`src/hdl/u8d_pkg.sv`:
```
package u8d_pkg;

  localparam int unsigned CP_W   = 21;
  localparam int unsigned BYTE_W = 8;
  localparam int unsigned USED_W = 3;
  localparam int unsigned NUM_LANES = 3;

  localparam logic [CP_W-1:0] REPLACEMENT_CP = 21'h00FFFD;
  localparam logic [CP_W-1:0] MIN_CP_2       = 21'h000080;
  localparam logic [CP_W-1:0] MIN_CP_3       = 21'h000800;
  localparam logic [CP_W-1:0] MIN_CP_4       = 21'h010000;
  localparam logic [CP_W-1:0] MAX_CP         = 21'h10FFFF;
  localparam logic [CP_W-1:0] SURR_LO        = 21'h00D800;
  localparam logic [CP_W-1:0] SURR_HI        = 21'h00DFFF;

  // Sequence lengths, also the bytes_used codes
  localparam logic [USED_W-1:0] LEN_END = 3'd0;
  localparam logic [USED_W-1:0] LEN_1   = 3'd1;
  localparam logic [USED_W-1:0] LEN_2   = 3'd2;
  localparam logic [USED_W-1:0] LEN_3   = 3'd3;
  localparam logic [USED_W-1:0] LEN_4   = 3'd4;

  typedef struct packed {
    logic            ok;
    logic [CP_W-1:0] cp;
  } lane_res_t;

  function automatic logic is_cont(input logic [BYTE_W-1:0] b);
    return b[7:6] == 2'b10;
  endfunction

endpackage

```
`src/hdl/utf8_codepoint_decoder.sv`:
```
// UTF-8 decoder: one four-byte window in, one code point out per transaction.
// Path: the window is held in the input register, then the lane merge register
// registers the result together with done.
// Throughput: one transaction every cycle; busy is held low, since each window
// decodes in one pass through the lanes.
// Reset (rst, synchronous): clears the valid pipeline so no stale done appears.
// The receiver cannot stall; each result shows for exactly one cycle.
module utf8_codepoint_decoder (
  input  logic                          clk,
  input  logic                          rst,
  input  logic                          start,
  output logic                          busy,
  input  logic [u8d_pkg::BYTE_W-1:0]    first_byte,
  input  logic [u8d_pkg::BYTE_W-1:0]    second_byte,
  input  logic [u8d_pkg::BYTE_W-1:0]    third_byte,
  input  logic [u8d_pkg::BYTE_W-1:0]    fourth_byte,
  output logic                          done,
  output logic [u8d_pkg::CP_W-1:0]      code_point,
  output logic [u8d_pkg::USED_W-1:0]    bytes_used,
  output logic                          replaced
);

  logic                       valid;
  logic [u8d_pkg::BYTE_W-1:0] b0;
  logic [u8d_pkg::BYTE_W-1:0] b1;
  logic [u8d_pkg::BYTE_W-1:0] b2;
  logic [u8d_pkg::BYTE_W-1:0] b3;

  u8d_pkg::lane_res_t lane_res [u8d_pkg::NUM_LANES];

  assign busy = 1'b0;

  always_ff @(posedge clk) begin
    if (rst) begin
      valid <= 1'b0;
    end else begin
      valid <= start && !busy;
    end
    b0 <= first_byte;
    b1 <= second_byte;
    b2 <= third_byte;
    b3 <= fourth_byte;
  end

  // One lane per multi-byte sequence length: two, three and four bytes
  for (genvar i = 0; i < u8d_pkg::NUM_LANES; i++) begin : g_lane
    u8d_lane u_lane (
      .seq_len (u8d_pkg::USED_W'(i + 2)),
      .b0      (b0),
      .b1      (b1),
      .b2      (b2),
      .b3      (b3),
      .res     (lane_res[i])
    );
  end

  u8d_merge u_merge (
    .clk        (clk),
    .rst        (rst),
    .valid      (valid),
    .b0         (b0),
    .lane_res   (lane_res),
    .done       (done),
    .code_point (code_point),
    .bytes_used (bytes_used),
    .replaced   (replaced)
  );

endmodule

```
`src/hdl/u8d_lane.sv`:
```
module u8d_lane (
  input  logic [u8d_pkg::USED_W-1:0] seq_len,
  input  logic [u8d_pkg::BYTE_W-1:0] b0,
  input  logic [u8d_pkg::BYTE_W-1:0] b1,
  input  logic [u8d_pkg::BYTE_W-1:0] b2,
  input  logic [u8d_pkg::BYTE_W-1:0] b3,
  output u8d_pkg::lane_res_t         res
);

  logic [u8d_pkg::CP_W-1:0] cp2;
  logic [u8d_pkg::CP_W-1:0] cp3;
  logic [u8d_pkg::CP_W-1:0] cp4;

  assign cp2 = {10'd0, b0[4:0], b1[5:0]};
  assign cp3 = {5'd0, b0[3:0], b1[5:0], b2[5:0]};
  assign cp4 = {b0[2:0], b1[5:0], b2[5:0], b3[5:0]};

  always_comb begin
    res.ok = 1'b0;
    res.cp = cp2;
    unique case (seq_len)
      u8d_pkg::LEN_2: begin
        res.cp = cp2;
        res.ok = (b0[7:5] == 3'b110) && u8d_pkg::is_cont(b1) &&
                 (cp2 >= u8d_pkg::MIN_CP_2);
      end
      u8d_pkg::LEN_3: begin
        res.cp = cp3;
        res.ok = (b0[7:4] == 4'b1110) && u8d_pkg::is_cont(b1) &&
                 u8d_pkg::is_cont(b2) && (cp3 >= u8d_pkg::MIN_CP_3) &&
                 ((cp3 < u8d_pkg::SURR_LO) || (cp3 > u8d_pkg::SURR_HI));
      end
      u8d_pkg::LEN_4: begin
        res.cp = cp4;
        res.ok = (b0[7:3] == 5'b11110) && u8d_pkg::is_cont(b1) &&
                 u8d_pkg::is_cont(b2) && u8d_pkg::is_cont(b3) &&
                 (cp4 >= u8d_pkg::MIN_CP_4) && (cp4 <= u8d_pkg::MAX_CP);
      end
      default: begin
        res.ok = 1'b0;
        res.cp = cp2;
      end
    endcase
  end

endmodule

```
`src/hdl/u8d_merge.sv`:
```
module u8d_merge (
  input  logic                          clk,
  input  logic                          rst,
  input  logic                          valid,
  input  logic [u8d_pkg::BYTE_W-1:0]    b0,
  input  u8d_pkg::lane_res_t            lane_res [u8d_pkg::NUM_LANES],
  output logic                          done,
  output logic [u8d_pkg::CP_W-1:0]      code_point,
  output logic [u8d_pkg::USED_W-1:0]    bytes_used,
  output logic                          replaced
);

  logic [u8d_pkg::CP_W-1:0]   code_point_next;
  logic [u8d_pkg::USED_W-1:0] bytes_used_next;
  logic                       replaced_next;

  // At most one lane can accept a given lead byte, so order only matters for end/ASCII
  always_comb begin
    code_point_next = u8d_pkg::REPLACEMENT_CP;
    bytes_used_next = u8d_pkg::LEN_1;
    replaced_next   = 1'b1;
    priority if (b0 == '0) begin
      code_point_next = '0;
      bytes_used_next = u8d_pkg::LEN_END;
      replaced_next   = 1'b0;
    end else if (!b0[7]) begin
      code_point_next = {13'd0, b0};
      bytes_used_next = u8d_pkg::LEN_1;
      replaced_next   = 1'b0;
    end else if (lane_res[0].ok) begin
      code_point_next = lane_res[0].cp;
      bytes_used_next = u8d_pkg::LEN_2;
      replaced_next   = 1'b0;
    end else if (lane_res[1].ok) begin
      code_point_next = lane_res[1].cp;
      bytes_used_next = u8d_pkg::LEN_3;
      replaced_next   = 1'b0;
    end else if (lane_res[2].ok) begin
      code_point_next = lane_res[2].cp;
      bytes_used_next = u8d_pkg::LEN_4;
      replaced_next   = 1'b0;
    end else begin
      code_point_next = u8d_pkg::REPLACEMENT_CP;
      bytes_used_next = u8d_pkg::LEN_1;
      replaced_next   = 1'b1;
    end
  end

  always_ff @(posedge clk) begin
    if (rst) begin
      done <= 1'b0;
    end else begin
      done <= valid;
    end
    code_point <= code_point_next;
    bytes_used <= bytes_used_next;
    replaced   <= replaced_next;
  end

endmodule
```
`config.mk`:
```
export PLATFORM = sky130hd
export DESIGN_NAME = utf8_codepoint_decoder
export DESIGN_NICKNAME = d
export VERILOG_FILES = /design/src/hdl/u8d_pkg.sv /design/src/hdl/utf8_codepoint_decoder.sv /design/src/hdl/u8d_lane.sv /design/src/hdl/u8d_merge.sv
export SDC_FILE = /design/constraint.sdc
export NUM_CORES = 1
export LEC_CHECK = 0
export BUFFER_PORTS_ARGS = -buffer_cell sky130_fd_sc_hd__buf_2
export CAP_MARGIN = 20
export CORE_UTILIZATION = 35
export DETAILED_ROUTE_END_ITERATION = 8
export GPL_ROUTABILITY_DRIVEN = 0
export GPL_TIMING_DRIVEN = 0
export PLACE_DENSITY = 0.57
export SKIP_LAST_GASP = 1
export SYNTH_ARGS = -nofsm -noshare
export SYNTH_HDL_FRONTEND = slang
export SYNTH_SLANG_ARGS = --single-unit
```
`constraint.sdc`:
```
create_clock -name clk -period 3.7 [get_ports clk]
set_input_delay 0.185 -clock clk [delete_from_list [all_inputs] [get_ports clk]]
set_output_delay 0.185 -clock clk [all_outputs]
set_load 0.02 [all_outputs]
```
==> metrics.md <==
| Metric | Value |
|---|---|
| Setup crit start kind | register |
| Area share of and/or/nand/nor cells after synthesis | 16.6% |
| Xor-xnor portion of the synthesized cell area | 0.960% |
| Clk buf depth | 2 |
| # rows | 25 |
| Initial antenna violation count | 0 |
| Setup TNS | 0 ns |
| Core area | 4880 sq um |
| Post-Route Utilization | 55.0% |
| Crit Path Max Fanout | 9 |
| Clock buffer count from CTS | 9 |
| Post-synth cell types | 40 |
| Clk_lat worst skew | 0.33 ns |
| Port-buffer cells | 60 |
| Seq. cell area | 1180 sq um |
| CTS tree | yes |
| #FFs+latches synth | 59 |
| Setup crit end kind | register |
| Vias per inst | 4.68 |
| Residual DRC count | 0 |
| Io pins | 62 |
| Sequential cell area fraction in the yosys report | 64.7% |
| Max Clock Freq | 456 MHz |
| Fillers | 467 |
| Most common cell after layout, fill and taps aside | buf_2 |
| Max incr delay on CP | 0.93 ns |
| Yosys top cell area share | 64.7% |
| Vias | 1,501 |
| Total track usage | 18.1% |
| Cell count after synthesis | 150 |
| Antenna diodes | 0 |
| Chip height | 74.2 um |
| Syn avg cell area | 12.2 sq um |
| CP bufs+invs | 1 |
| Period utilization | 59.3% |
| Status | finished, final reports clean |
| Worst-path clk slew | 0.06 ns |
| Largest family of logic cells by synthesized area | simple AND/OR/NAND/NOR gates |
| Vias in the first global route | 1,467 |
| Mapped Area | 1820 sq um |
| Largest net degree at the start of global routing | 11 |
| Share of post-route cells with drive strength above 1 | 34.3% |
| Most frequent cells in the layout | 61 x buf_2, 59 x dfxtp_1, 32 x dlygate4sd3_1 |
| CP Data Arrival Time | 2.40 ns |
| Largest delay share family, worst path | compound AO/OA/AOI/OAI gates |
| H-tree lvl count | 3 |
| Nets | 288 |
| Slew @ Worst Pin | 1.05 ns |
| Unrepaired setup endpoints after global routing | no |
| Die ar. | 5500 sq um |
| Fin. Hold Viols | 0 |
| CP required | 3.91 ns |
| Area contributors post-synth | dfxtp_1 65%, a221o_1 3.3%, o221a_2 3.1%, or3_1 2.4%, and3_1 2.1% |
| Final setup violation count | 0 |
| Drt total wl | 4380 um |
| Initial Util | 37.4% |
| Total clock sinks | 59 |
| Dominant cell type by area after synthesis | dfxtp_1 |
| Hold Path Class | primary input to register |
| Leak Pwr | 0.00122 uW |
| Area of the multi-input gates | 571 sq um |
| Grt ovf | 0 |
| Tmin final | 2.19 ns |
| Worst vdd ir | 0.293 mV |
| Drt initial violations | 67 |
| Setup Crit Path Kind | register to register |
| Postcts setup bufs | 0 |
| Crit-path cells | buf_2, nand4b_2, o31ai_1, a31oi_1, a221o_1 |
| Synth warnings | 0 |
| Chip width | 74.2 um |
| P per Cell Area | 474 nW/um^2 |
| Slowest CP cell | o31ai_1 |
| Area grow syn2layout | 47.1% |
| Mean routed wirelength per cell | 13.6 um |
| Adder-cell area share of the yosys netlist | 0% |
| Slew Limit Fails | 0 |
| Router iterations before antenna repair | 4 |
| Setup Skew | 0.00425 ns |
| Detail Placement HPWL | 2740 um |
| Headroom to the max-slew limit | 29.7% |
| Max Cap Violations | 0 |
| Synth Area in Compound Gates | 13.5% |
| Clk root buf | clkbuf_8 |
| Global-route wire length before repair | 7000 um |
| Routed Antenna Nets | 0 |
| Post-synthesis mux area share | 0% |
| Syn_nets | 185 |
## layout make-up
class	count	share of cell area, %
plain buffers	4	1.31
flip-flops and latches	59	44.0
clock buffers	12	5.78
inverters	10	1.40
well taps	67	3.12
repair buffers	92	23.1
multi-input cells	77	21.3
## worst reg2reg max path: cells and delay by family (launching register included)
family	cells	cell delay, ns
simple gates	1	0.23
compound gates	3	1.36
flops	1	0.30
buf+inv	1	0.19
## flip-flops by register name (all words and copies together), names as in the netlist
register / flops
u_merge.replaced: 1
b2: 8
u_merge.done: 1
b0: 8
u_merge.bytes_used: 3
u_merge.code_point: 21
b1: 8
b3: 8
valid: 1
## final timing paths
path	startpoint	end	slack, ns	depth (start not counted)
max	b0[7]	u_merge.code_point[4]	1.51	5
min	rst	u_merge.done	0.02	2
max reg2reg	b0[7]	u_merge.code_point[4]	1.51	5
min reg2reg	valid	u_merge.done	0.44	1
## synthesized netlist by cell type
cell type   n
dfxtp_1    59
inv_1      10
or3_1       7
a221o_1     6
and3_1      6
a31oi_1     5
o221a_2     5
nand2_1     4
nor2_1      4
nor2b_1     4
nor3_1      4
a221oi_1    2
a32o_1      2
buf_6       2
nand3_1     2
nand3b_1    2
nor4_2      2
o21ai_0     2
a21o_1      1
a21oi_1     1
a22o_1      1
a31o_2      1
and2_1      1
and2_4      1
and3b_1     1
and4b_1     1
and4bb_2    1
buf_2       1
buf_4       1
conb_1      1
nand4_1     1
nand4b_2    1
nor3b_2     1
nor4b_1     1
o21a_1      1
o22ai_1     1
o31ai_1     1
or4_1       1
xnor2_1     1
xor2_1      1
## where the power goes
group	internal, uW	leakage [uW]	switching (uW)
clock network	264	0.0000803	207
registers	668	0.000494	16.8
logic	63.6	0.000642	52.6
## metal layers
metal	wire (um)	share of wire (%)	GRT usage [%]
met5	0	0	0
met4	56	1.3	9.62
met3	311	7.1	8.13
met2	2060	47	27.6
met1	1950	44	21.5
## per-stage QoR
step                      hold slack (ns)  cells  total power (uW)  setup WS (ns)  area, sq um
after detailed placement            0.289    277               788           1.55         2210
after CTS                         0.00196    321              1290           1.54         2680
final                              0.0245    321              1270           1.51         2680
after floorplan                     0.213    150               746           1.91         1820
after global routing              0.00897    321              1330           1.31         2680
after global placement              0.287    277               787           1.58         2210
## kinds of logic after synthesis
| family | count (synthesis) |
|---|---|
| and+or+nand+nor | 45 |
| xor gates and xnor gates | 2 |
| DFF | 59 |
| AOI/OAI and AO/OA | 29 |
| buffers and inverters | 14 |
| other | 1 |
## what timing repair did
item,4_1_cts,5_1_grt
hold buffers,32,0
hold endpoints to repair,32,0
resized for setup,0,0
Power figures use the tool's default switching activity.
